File: src/hw/rtl/csw_pkg.sv
// ----------------------------------------------------------------------------
// csw_pkg
// Shared types, codes and defaults of the semaphore channel with wait queues.
// ----------------------------------------------------------------------------
`default_nettype none

package csw_pkg;

   localparam int THREAD_SLOTS_DEF = 16;
   localparam int TID_W            = 4;
   localparam int CAP_W            = 8;
   localparam logic [CAP_W-1:0] CAPACITY_RESET = 8'd1;

   typedef enum logic [1:0] {
      OP_SEND  = 2'd0,
      OP_WAIT  = 2'd1,
      OP_CLOSE = 2'd2
   } op_type;

   typedef enum logic [2:0] {
      ST_OK          = 3'd0,
      ST_WOULD_BLOCK = 3'd1,
      ST_CLOSED      = 3'd2,
      ST_PARKED      = 3'd3,
      ST_ALREADY     = 3'd4,
      ST_OVERFLOW    = 3'd5
   } status_type;

   typedef enum logic {
      KIND_STATUS = 1'b0,
      KIND_WAKE   = 1'b1
   } kind_type;

   typedef enum logic [2:0] {
      S_IDLE,
      S_EXEC,
      S_WAKE,
      S_STATUS,
      S_CLOSE_SEL,
      S_CLOSE_RD,
      S_CLOSE_EMIT
   } state_type;

   typedef struct packed {
      op_type             operation;
      logic [TID_W-1:0]   thread_id;
      logic               block;
   } req_type;

   typedef struct packed {
      kind_type           kind;
      logic [TID_W-1:0]   target_thread;
      status_type         status;
      logic               last;
   } rsp_type;

   // Queue commands: push at tail, pop at head, seal (move head past all
   // entries, arm the backward walk), take (read walk pointer, step back).
   typedef struct packed {
      logic               push;
      logic               pop;
      logic               seal;
      logic               take;
      logic [TID_W-1:0]   id;
   } q_ctl_type;

   typedef struct packed {
      logic               empty;
      logic               full;
      logic [TID_W-1:0]   rdata;
   } q_sts_type;

endpackage

`default_nettype wire

File: src/hw/rtl/channel_semaphore_wait_queues_unit.sv
// ----------------------------------------------------------------------------
// channel_semaphore_wait_queues_unit
// Data-less channel: token counter, closed flag and two queues of parked ids.
// ----------------------------------------------------------------------------
//
//   channel   direction   handshake                 payload
//   req_      in          req_valid / req_ready     req_item  (csw_pkg::req_type)
//   rsp_      out         rsp_valid / rsp_ready     rsp_item  (csw_pkg::rsp_type)
//   csr_      in          csr_write_enable          csr_write_data (capacity)
//
// Sequence: send or wait run execute then status; when a parked thread is
// woken, a wake state follows the read of the queue head in execute.
// Close runs select, then a read and an emit state per parked thread, then
// status: each wake is one queue memory read followed by one output slot.
// Reset clears control state and the queue pointers; queue memories hold
// no reset value and need no clearing pass.
// A stalled rsp_ready holds the sequencer in its emit state; the output
// register keeps the pending transaction until it is taken.
// ----------------------------------------------------------------------------
`default_nettype none

module channel_semaphore_wait_queues_unit #(
   parameter int THREAD_SLOTS = csw_pkg::THREAD_SLOTS_DEF
) (
   input  wire                          clock,
   input  wire                          reset,
   input  wire                          req_valid,
   output logic                         req_ready,
   input  csw_pkg::req_type             req_item,
   output logic                         rsp_valid,
   input  wire                          rsp_ready,
   output csw_pkg::rsp_type             rsp_item,
   input  wire                          csr_write_enable,
   input  wire [csw_pkg::CAP_W-1:0]     csr_write_data
);
   import csw_pkg::*;

   state_type         state_ff, state_in;
   req_type           req_ff;
   status_type        status_ff, status_in;
   logic              src_ff, src_in;       // 1: sender queue, 0: receiver queue
   logic              closed_ff, closed_in;
   logic [CAP_W-1:0]  token_ff, token_in;
   logic [CAP_W-1:0]  capacity_ff;
   logic              rsp_valid_ff;
   rsp_type           rsp_ff;

   q_ctl_type         rq_ctl, sq_ctl;
   q_sts_type         rq_sts, sq_sts;

   logic              emit, emit_ok;
   rsp_type           emit_data;
   logic              chan_full, chan_empty;
   logic [TID_W-1:0]  src_rdata;

   // Receiver and sender queues; at most one holds ids at any time.
   csw_id_queue #(.THREAD_SLOTS(THREAD_SLOTS)) u_rcv_q (
      .clock (clock),
      .reset (reset),
      .ctl   (rq_ctl),
      .sts   (rq_sts)
   );

   csw_id_queue #(.THREAD_SLOTS(THREAD_SLOTS)) u_snd_q (
      .clock (clock),
      .reset (reset),
      .ctl   (sq_ctl),
      .sts   (sq_sts)
   );

   // Unbuffered mode: full/empty follow the opposite queue.
   assign chan_full  = (capacity_ff == '0) ? rq_sts.empty : (token_ff == capacity_ff);
   assign chan_empty = (capacity_ff == '0) ? sq_sts.empty : (token_ff == '0);

   assign src_rdata = src_ff ? sq_sts.rdata : rq_sts.rdata;
   assign emit_ok   = !rsp_valid_ff || rsp_ready;
   assign req_ready = (state_ff == S_IDLE);

   always_comb begin
      state_in  = state_ff;
      status_in = status_ff;
      src_in    = src_ff;
      closed_in = closed_ff;
      token_in  = token_ff;
      rq_ctl    = '0;
      sq_ctl    = '0;
      rq_ctl.id = req_ff.thread_id;
      sq_ctl.id = req_ff.thread_id;
      emit      = 1'b0;
      emit_data.kind          = KIND_STATUS;
      emit_data.target_thread = req_ff.thread_id;
      emit_data.status        = status_ff;
      emit_data.last          = 1'b1;

      case (state_ff)
         S_IDLE: begin
            if (req_valid) begin
               state_in = S_EXEC;
            end
         end

         S_EXEC: begin
            // Decide the transaction; queue updates land at this edge.
            state_in = S_STATUS;
            case (req_ff.operation)
               OP_SEND: begin
                  if (!req_ff.block && !closed_ff && chan_full) begin
                     status_in = ST_WOULD_BLOCK;
                  end else if (closed_ff) begin
                     status_in = ST_CLOSED;
                  end else if (!rq_sts.empty) begin
                     rq_ctl.pop = 1'b1;
                     src_in     = 1'b0;
                     status_in  = ST_OK;
                     state_in   = S_WAKE;
                  end else if (token_ff < capacity_ff) begin
                     token_in  = token_ff + 1'b1;
                     status_in = ST_OK;
                  end else if (!req_ff.block) begin
                     status_in = ST_WOULD_BLOCK;
                  end else if (sq_sts.full) begin
                     status_in = ST_OVERFLOW;
                  end else begin
                     sq_ctl.push = 1'b1;
                     status_in   = ST_PARKED;
                  end
               end
               OP_WAIT: begin
                  if (!req_ff.block && chan_empty) begin
                     status_in = closed_ff ? ST_CLOSED : ST_WOULD_BLOCK;
                  end else if (closed_ff && token_ff == '0) begin
                     status_in = ST_CLOSED;
                  end else if (!closed_ff && !sq_sts.empty) begin
                     sq_ctl.pop = 1'b1;
                     src_in     = 1'b1;
                     status_in  = ST_OK;
                     state_in   = S_WAKE;
                  end else if (token_ff != '0) begin
                     token_in  = token_ff - 1'b1;
                     status_in = ST_OK;
                  end else if (!req_ff.block) begin
                     status_in = ST_WOULD_BLOCK;
                  end else if (rq_sts.full) begin
                     status_in = ST_OVERFLOW;
                  end else begin
                     rq_ctl.push = 1'b1;
                     status_in   = ST_PARKED;
                  end
               end
               OP_CLOSE: begin
                  if (closed_ff) begin
                     status_in = ST_ALREADY;
                  end else begin
                     closed_in   = 1'b1;
                     rq_ctl.seal = 1'b1;
                     sq_ctl.seal = 1'b1;
                     status_in   = ST_OK;
                     state_in    = S_CLOSE_SEL;
                  end
               end
               default: begin
                  // Unknown code: drop without results.
                  state_in = S_IDLE;
               end
            endcase
         end

         S_WAKE: begin
            emit_data.kind          = KIND_WAKE;
            emit_data.target_thread = src_rdata;
            emit_data.status        = ST_OK;
            emit_data.last          = 1'b0;
            if (emit_ok) begin
               emit     = 1'b1;
               state_in = S_STATUS;
            end
         end

         S_STATUS: begin
            if (emit_ok) begin
               emit     = 1'b1;
               state_in = S_IDLE;
            end
         end

         // Wake in reverse dequeue order: senders newest first, then receivers.
         S_CLOSE_SEL: begin
            if (!sq_sts.empty) begin
               src_in   = 1'b1;
               state_in = S_CLOSE_RD;
            end else if (!rq_sts.empty) begin
               src_in   = 1'b0;
               state_in = S_CLOSE_RD;
            end else begin
               state_in = S_STATUS;
            end
         end

         S_CLOSE_RD: begin
            if (src_ff) begin
               sq_ctl.take = 1'b1;
            end else begin
               rq_ctl.take = 1'b1;
            end
            state_in = S_CLOSE_EMIT;
         end

         S_CLOSE_EMIT: begin
            emit_data.kind          = KIND_WAKE;
            emit_data.target_thread = src_rdata;
            emit_data.status        = ST_CLOSED;
            emit_data.last          = 1'b0;
            if (emit_ok) begin
               emit = 1'b1;
               if (src_ff ? !sq_sts.empty : !rq_sts.empty) begin
                  state_in = S_CLOSE_RD;
               end else begin
                  state_in = S_CLOSE_SEL;
               end
            end
         end

         default: begin
            state_in = S_IDLE;
         end
      endcase
   end

   always_ff @(posedge clock) begin
      if (reset) begin
         state_ff     <= S_IDLE;
         closed_ff    <= 1'b0;
         token_ff     <= '0;
         capacity_ff  <= CAPACITY_RESET;
         rsp_valid_ff <= 1'b0;
         src_ff       <= 1'b0;
      end else begin
         state_ff  <= state_in;
         closed_ff <= closed_in;
         token_ff  <= token_in;
         src_ff    <= src_in;
         if (csr_write_enable) begin
            capacity_ff <= csr_write_data;
         end
         // Hold the output transaction until taken; refill when free.
         if (emit) begin
            rsp_valid_ff <= 1'b1;
         end else if (rsp_ready) begin
            rsp_valid_ff <= 1'b0;
         end
      end
   end

   // Payload registers: no reset needed.
   always_ff @(posedge clock) begin
      status_ff <= status_in;
      if (req_valid && req_ready) begin
         req_ff <= req_item;
      end
      if (emit) begin
         rsp_ff <= emit_data;
      end
   end

   assign rsp_valid = rsp_valid_ff;
   assign rsp_item  = rsp_ff;

endmodule

`default_nettype wire

File: src/hw/rtl/csw_id_queue.sv
// ----------------------------------------------------------------------------
// csw_id_queue
// Circular queue of parked thread ids in a synchronous memory, registered read.
// ----------------------------------------------------------------------------
`default_nettype none

module csw_id_queue #(
   parameter int THREAD_SLOTS = csw_pkg::THREAD_SLOTS_DEF
) (
   input  wire                 clock,
   input  wire                 reset,
   input  csw_pkg::q_ctl_type  ctl,
   output csw_pkg::q_sts_type  sts
);
   import csw_pkg::*;

   localparam int IW = (THREAD_SLOTS > 1) ? $clog2(THREAD_SLOTS) : 1;
   localparam int FW = $clog2(THREAD_SLOTS + 1);

   logic [TID_W-1:0] mem [THREAD_SLOTS];
   logic [TID_W-1:0] rdata_ff;
   logic [IW-1:0]    head_ff, head_in;
   logic [IW-1:0]    walk_ff, walk_in;
   logic [FW-1:0]    fill_ff, fill_in;
   logic [IW-1:0]    tail_idx;
   logic [FW:0]      tail_sum;

   function automatic logic [IW-1:0] step_back(input logic [IW-1:0] x);
      step_back = (x == '0) ? IW'(THREAD_SLOTS - 1) : x - 1'b1;
   endfunction

   function automatic logic [IW-1:0] step_fwd(input logic [IW-1:0] x);
      step_fwd = (x == IW'(THREAD_SLOTS - 1)) ? '0 : x + 1'b1;
   endfunction

   // head + fill stays below twice the depth: one compare and subtract
   assign tail_sum = (FW+1)'(head_ff) + (FW+1)'(fill_ff);
   assign tail_idx = (tail_sum >= (FW+1)'(THREAD_SLOTS)) ?
                     IW'(tail_sum - (FW+1)'(THREAD_SLOTS)) : IW'(tail_sum);

   always_comb begin
      head_in = head_ff;
      walk_in = walk_ff;
      fill_in = fill_ff;
      if (ctl.push) begin
         fill_in = fill_ff + 1'b1;
      end else if (ctl.pop) begin
         head_in = step_fwd(head_ff);
         fill_in = fill_ff - 1'b1;
      end else if (ctl.seal) begin
         head_in = tail_idx;
         walk_in = step_back(tail_idx);
      end else if (ctl.take) begin
         walk_in = step_back(walk_ff);
         fill_in = fill_ff - 1'b1;
      end
   end

   always_ff @(posedge clock) begin
      if (reset) begin
         head_ff <= '0;
         walk_ff <= '0;
         fill_ff <= '0;
      end else begin
         head_ff <= head_in;
         walk_ff <= walk_in;
         fill_ff <= fill_in;
      end
   end

   always_ff @(posedge clock) begin
      if (ctl.push) begin
         mem[tail_idx] <= ctl.id;
      end
      if (ctl.pop) begin
         rdata_ff <= mem[head_ff];
      end else if (ctl.take) begin
         rdata_ff <= mem[walk_ff];
      end
   end

   assign sts.empty = (fill_ff == '0);
   assign sts.full  = (fill_ff == FW'(THREAD_SLOTS));
   assign sts.rdata = rdata_ff;

endmodule

`default_nettype wire

File: config.mk
export PLATFORM = sky130hd
export DESIGN_NAME = channel_semaphore_wait_queues_unit
export DESIGN_NICKNAME = d
export VERILOG_FILES = /design/src/hw/rtl/csw_pkg.sv /design/src/hw/rtl/channel_semaphore_wait_queues_unit.sv /design/src/hw/rtl/csw_id_queue.sv
export SDC_FILE = /design/constraint.sdc
export NUM_CORES = 1
export LEC_CHECK = 0
export ABC_CLOCK_PERIOD_IN_PS = 4100
export BUFFER_PORTS_ARGS = -buffer_cell sky130_fd_sc_hd__buf_4
export CAP_MARGIN = 20
export CORE_UTILIZATION = 45
export CTS_BUF_LIST = sky130_fd_sc_hd__clkbuf_4
export DETAILED_ROUTE_END_ITERATION = 10
export GPL_ROUTABILITY_DRIVEN = 0
export GPL_TIMING_DRIVEN = 1
export PLACE_DENSITY = 0.7
export SYNTH_ARGS = -nofsm -noshare
export SYNTH_HDL_FRONTEND = slang
export SYNTH_HIERARCHICAL = 1
export SYNTH_SLANG_ARGS = --single-unit
File: constraint.sdc
create_clock -name clock -period 4.1 [get_ports clock]
set_input_delay 0.41 -clock clock [delete_from_list [all_inputs] [get_ports clock]]
set_output_delay 0.41 -clock clock [all_outputs]
set_load 0.005 [all_outputs]
Word level (Yosys, flattened, before mapping) --
Memories as Yosys holds them, arrays and structs flattened. A register that Yosys moved wholly into a read port is not among the register bits. Index checks and enable logic that the tools add are counted.
Operators by class: div/mod/pow operators 0, eq/ne operators 33, multiply operators 0, reduce and logical (&&, ||, !) cells 47, magnitude comparators 3, add/subtract/negate cells 16, shift-type cells 0, bitwise gates (word level) 4, mux-type cells 128
Operators with widths (number):
- 4-bit two-way mux | 29
- 3-bit two-way mux | 22
- 8-bit two-way mux | 8
- 1-bit two-way mux | 53
- 5-bit two-way mux | 8
- 2-bit inequality test, second input constant | 12
- 4-bit by 1-bit subtractor with 4-bit output, second input constant | 6
- 3-bit case mux with 7 select lines | 1
- 3-bit case mux with 3 select lines | 2
- 9-bit case mux with 2 select lines | 1
- 2-bit nonzero test | 9
- 4-bit logical NOT | 4
- 8-bit logical NOT | 2
- 8-bit case mux with 2 select lines | 1
- 3-bit inequality test, second input constant | 5
- 4-bit by 5-bit adder with 6-bit output | 2
- 6-bit by 5-bit greater-or-equal comparator with 1-bit output, second input constant | 2
- 2-bit AND reduction | 6
- 5-bit by 1-bit adder with 5-bit output, second input constant | 2
- 5-bit equality test, second input constant | 2
- 5-bit logical NOT | 2
- 10-bit AND reduction | 1
- 5-bit by 1-bit subtractor with 5-bit output, second input constant | 2
- 3-bit equality test, second input constant | 3
- other kinds (25) | 46
Word-level totals: memories 2, input bits 20, register bits 75, word-level logic and storage cells 255, memory bits (read-only) 0, bits in latches 0, memory bits (writable) 128
Memories:
- u_rcv_q.mem | words 16, bits a word 4, rd ports 2, clocked after memory_dff 2, write ports 1, line csw_id_queue.sv:20 | logic [TID_W-1:0] mem [THREAD_SLOTS];
- u_snd_q.mem | words 16, bits a word 4, rd ports 2, clocked after memory_dff 2, write ports 1, line csw_id_queue.sv:20

Longest topological paths before layout --
depth after elaboration 13, gate-level depth with buffers 16, depth with buffers taken out 15

Cells and area by module --
Netlist, hierarchy kept.
Modules (own cells, without submodules):
- csw_id_queue at u_rcv_q | times used 1, area an instance 4509.3 um2, cells each 353, sequential area each 2462.4 um2
- csw_id_queue at u_snd_q | times used 1, area an instance 4435.5 um2, cells each 297, sequential area each 2462.4 um2
- channel_semaphore_wait_queues_unit | times used 1, area an instance 2518.7 um2, cells each 282, sequential area each 1011.0 um2

Least setup slack after synthesis --
OpenSTA, ideal clock, no wires.
path type register to register, start register u_snd_q.fill_ff[0], end register u_rcv_q.fill_ff[4], slack 311 ps, required time 3979 ps, period minus slack after synthesis 3789 ps, library setup time 121 ps, cell stages (with the launch flop) 13, data arrival time 3669 ps, path through dfxtp_1 > or4_1 > nor2_1 > nand2_1 > or4b_2 > nor3_1 > buf_2 > inv_1 > fa_1 > a21o_1 > a21oi_1 > mux2i_1 > mux2_2
RTL lines:
- start, declared | line csw_id_queue.sv:24 | logic [FW-1:0] fill_ff, fill_in;
- start signal, assigned | line csw_id_queue.sv:67 | fill_ff <= fill_in;
- end signal, assigned | line csw_id_queue.sv:67
- end, declared | line csw_id_queue.sv:24

==> impl_metrics.env <==
export IMPL_outcome="finished clean"
export IMPL_start_kind="flop"
export IMPL_synth_edf_count=155
export IMPL_worstReg2RegStart="u_snd_q/fill_ff[1]$_SDFFE_PP0P_"
export IMPL_h_tree_depth=2
export IMPL_critical_path_max_stage_delay_ps=630
export IMPL_syn_nets=1002
export IMPL_cellPowerDensity_mw_per_mm2=373.0
export IMPL_nets=1076
export IMPL_synth_cell_types=79
export IMPL_final_cells=1383
export IMPL_p_leak_nw=4.483
export IMPL_final_setup_tns_ps=0
export IMPL_core_area_mm2=0.02511
export IMPL_cts_resized_gates=0
export IMPL_r2r_end="u_rcv_q/fill_ff[4]$_SDFFE_PP0P_"
export IMPL_fill_cells=2215
export IMPL_finalSetupViolCount=0
export IMPL_slowest_stage="or4b_2"
export IMPL_synth_top_area_share_pct=40.60
export IMPL_vias_per_cell=5.731
export IMPL_cp_max_fo=6
export IMPL_path_depth=11
export IMPL_rsz0062_at_grt="false"
export IMPL_clock_root_buffer="clkbuf_4"
export IMPL_wl_per_cell_um=18.43
export IMPL_crit_start="u_snd_q/fill_ff[1]$_SDFFE_PP0P_"
export IMPL_worstHoldStart="csr_write_enable"
export IMPL_synthFlopType="edfxtp_1"
export IMPL_cts_buffers=56
export IMPL_routed_wl_mm=25.49
export IMPL_clock_path_buffers=3
export IMPL_setup_ws_ps=216.8
export IMPL_place_ws_ps=310.0
export IMPL_yosys_area_top_type="edfxtp_1"
export IMPL_r2r_slack_ps=220
export IMPL_crit_end="u_rcv_q/fill_ff[4]$_SDFFE_PP0P_"
export IMPL_grt_max_degree=50
export IMPL_route_vias_total=7926
export IMPL_ant_nets=0
export IMPL_drive_above_1_share_pct=18.55
export IMPL_synthTopCellsByArea="edfxtp_1 41%, dfxtp_1 11%, mux4_2 7.5%"
export IMPL_clock_skew_ps=32.80
export IMPL_gr_total_overflow=0
export IMPL_antenna_found_initial=1
export IMPL_rows=58
export IMPL_io_buffers=30
export IMPL_ios=31
export IMPL_layout_commonest_cell="edfxtp_1"
export IMPL_synth_async_reset_ratio_pct=0
export IMPL_die_h_um=161.6
export IMPL_max_freq_mhz=257.5
export IMPL_syn_area_mm2=0.01146
export IMPL_syn_inst=932
export IMPL_max_vdd_ir_drop_v=0.0001997
export IMPL_chipWidth_um=161.6
export IMPL_drc=0
export IMPL_initial_core_util_pct=45.65
export IMPL_max_cap_violations=0
export IMPL_ff2ff_path_depth=11
export IMPL_post_route_min_period_ps=3883
export IMPL_cp_required_ps=4670
export IMPL_post_route_period_util_pct=94.71
export IMPL_cts_hold_buf=15
export IMPL_dp_hpwl_mm=17.64
export IMPL_cpLargestDelayFamily="simple AND/OR/NAND/NOR gates"
export IMPL_clock_sinks=219
export IMPL_cp_cell_sequence="or4_1 > nor2_1 > nand2_1 > or4b_2 > nor3_1 > inv_1 > fa_1 > a21o_1 > a21oi_1 > mux2i_1 > mux2_2"
export IMPL_yosysWarnings=6
export IMPL_cts_tree="yes"
export IMPL_path_class="flop to flop"
export IMPL_seq_area_frac_synth_pct=51.78
export IMPL_grt_usage_pct=19.91
export IMPL_post_place_cells=1259
export IMPL_holdWs_ps=68.20
export IMPL_grt_first_pass_wirelength_mm=40.90
export IMPL_tightest_slew_ps=1068
export IMPL_ys_ff_latch=219
export IMPL_hold_viol=0
export IMPL_first_pass_iters=5
export IMPL_synth_area_per_cell_um2=12.30
export IMPL_drt_initial_drc_count=613
export IMPL_fp_dieArea_mm2=0.02612
export IMPL_cts_clk_slew_worst_paths_ps=70
export IMPL_grt_pass1_vias=7886
export IMPL_area_growth_pct=12.77
export IMPL_post_cts_buffers=0
export IMPL_crit_buf_inv=1
export IMPL_arrival_ps=4450
export IMPL_crit_path_end_kind="flop"
export IMPL_drv_slew=0
export IMPL_layout_cells_most_common_list="155 x edfxtp_1, 81 x nor2_1, 81 x clkbuf_4"
export IMPL_hold_path_class="input port to flop"
export IMPL_max_slew_margin_rel_pct=28.58
export IMPL_clk_latency_ps=690
==> cell families (layout without fill, tap and decap cells) <==
logic type,count (synthesis),in the layout,synth area share (%)
AOI/OAI and AO/OA,176,176,10.60
and+or+nand+nor,266,266,11.20
other,0,2,0
adders and majority gates,50,50,5.785
buffers and inverters,84,203,3.296
xor gates and xnor gates,19,19,1.452
muxes,118,118,15.89
DFF,219,219,51.78
==> stage by stage <==
stage	area (um2)	total power [W]	util [%]
2_1_floorplan	11460	0.002905	-
3_5_place_dp	11950	0.003047	47.60
6_report	12930	0.004822	51.49
4_1_cts	12810	0.004865	51.03
3_3_place_gp	11950	0.003038	47.60
5_1_grt	12930	0.005055	51.49
==> routing by layer <==
| layer | part of all wire, % | vias to the layer above | track usage (%) |
|---|---|---|---|
| li1 | - | 3774 | - |
| met2 | 48 | 292 | 32.29 |
| met3 | 6.9 | 40 | 3.570 |
| met5 | 0 | - | 0 |
| met4 | 1.9 | 0 | 7.762 |
| met1 | 44 | 3820 | 26.58 |
==> power breakdown <==
| part | internal (W) | switching [W] | leakage (nW) |
|---|---|---|---|
| combinational | 0.000242 | 0.000287 | 2.14 |
| clock | 0.000915 | 0.000877 | 0.419 |
| sequential | 0.00242 | 0.0000806 | 1.92 |
| total | 0.00358 | 0.00124 | 4.48 |
==> synthesized netlist by cell type, drive strengths merged, types with 8 or more instances <==
| master | instances |
|---|---|
| a22oi | 12 |
| mux2i | 68 |
| ha | 45 |
| a31oi | 9 |
| nand4 | 18 |
| a211oi | 14 |
| nor2 | 83 |
| nand2 | 63 |
| dfxtp | 64 |
| edfxtp | 155 |
| xnor2 | 14 |
| mux4 | 48 |
| nor2b | 10 |
| a21o | 8 |
| clkbuf | 20 |
| inv | 40 |
| buf | 23 |
| o21ai | 36 |
| a21oi | 43 |
| nand3 | 23 |
| nor3 | 24 |
==> how the worst min path moves through the flow <==
stage	to	cells after the start
after global routing	capacity_ff[7]$_SDFFE_PP0P_	3
after global placement	token_ff[7]$_SDFFE_PP0P_	2
after detailed placement	token_ff[7]$_SDFFE_PP0P_	2
after floorplan	capacity_ff[0]$_SDFFE_PP1P_	2
final	capacity_ff[0]$_SDFFE_PP1P_	3
after CTS	capacity_ff[0]$_SDFFE_PP1P_	3
==> state kept, by name, indices dropped and copies added, names as in the netlist, 5 cells and up, named ones only <==
register and cells:
req_ff 7, u_snd_q/fill_ff 5, u_snd_q/mem 64, u_rcv_q/fill_ff 5, rsp_item 9, token_ff 8, capacity_ff 8, u_rcv_q/mem 64
==> area by class of cell <==
class / instances / area [um2] / area share, %
Inverter: 41 / 153.9 / 1.190
Tap cell: 330 / 412.9 / 3.194
Clock inverter: 22 / 101.3 / 0.7840
Timing Repair Buffer: 59 / 560.5 / 4.336
Clock buffer: 81 / 608.1 / 4.704
Antenna cell: 2 / 5.005 / 0.03871
Multi-Input combinational cell: 629 / 5150 / 39.84
Sequential cell: 219 / 5936 / 45.92
==> worst register-to-register path: stages, from the launching register on <==
cell and delay (ps):
dfxtp_1 380, or4_1 560, nor2_1 200, nand2_1 100
or4b_2 630, nor3_1 280, inv_1 200, fa_1 490
a21o_1 190, a21oi_1 160, mux2i_1 220, mux2_2 350
No activity file was read; power rests on OpenSTA's default activity.
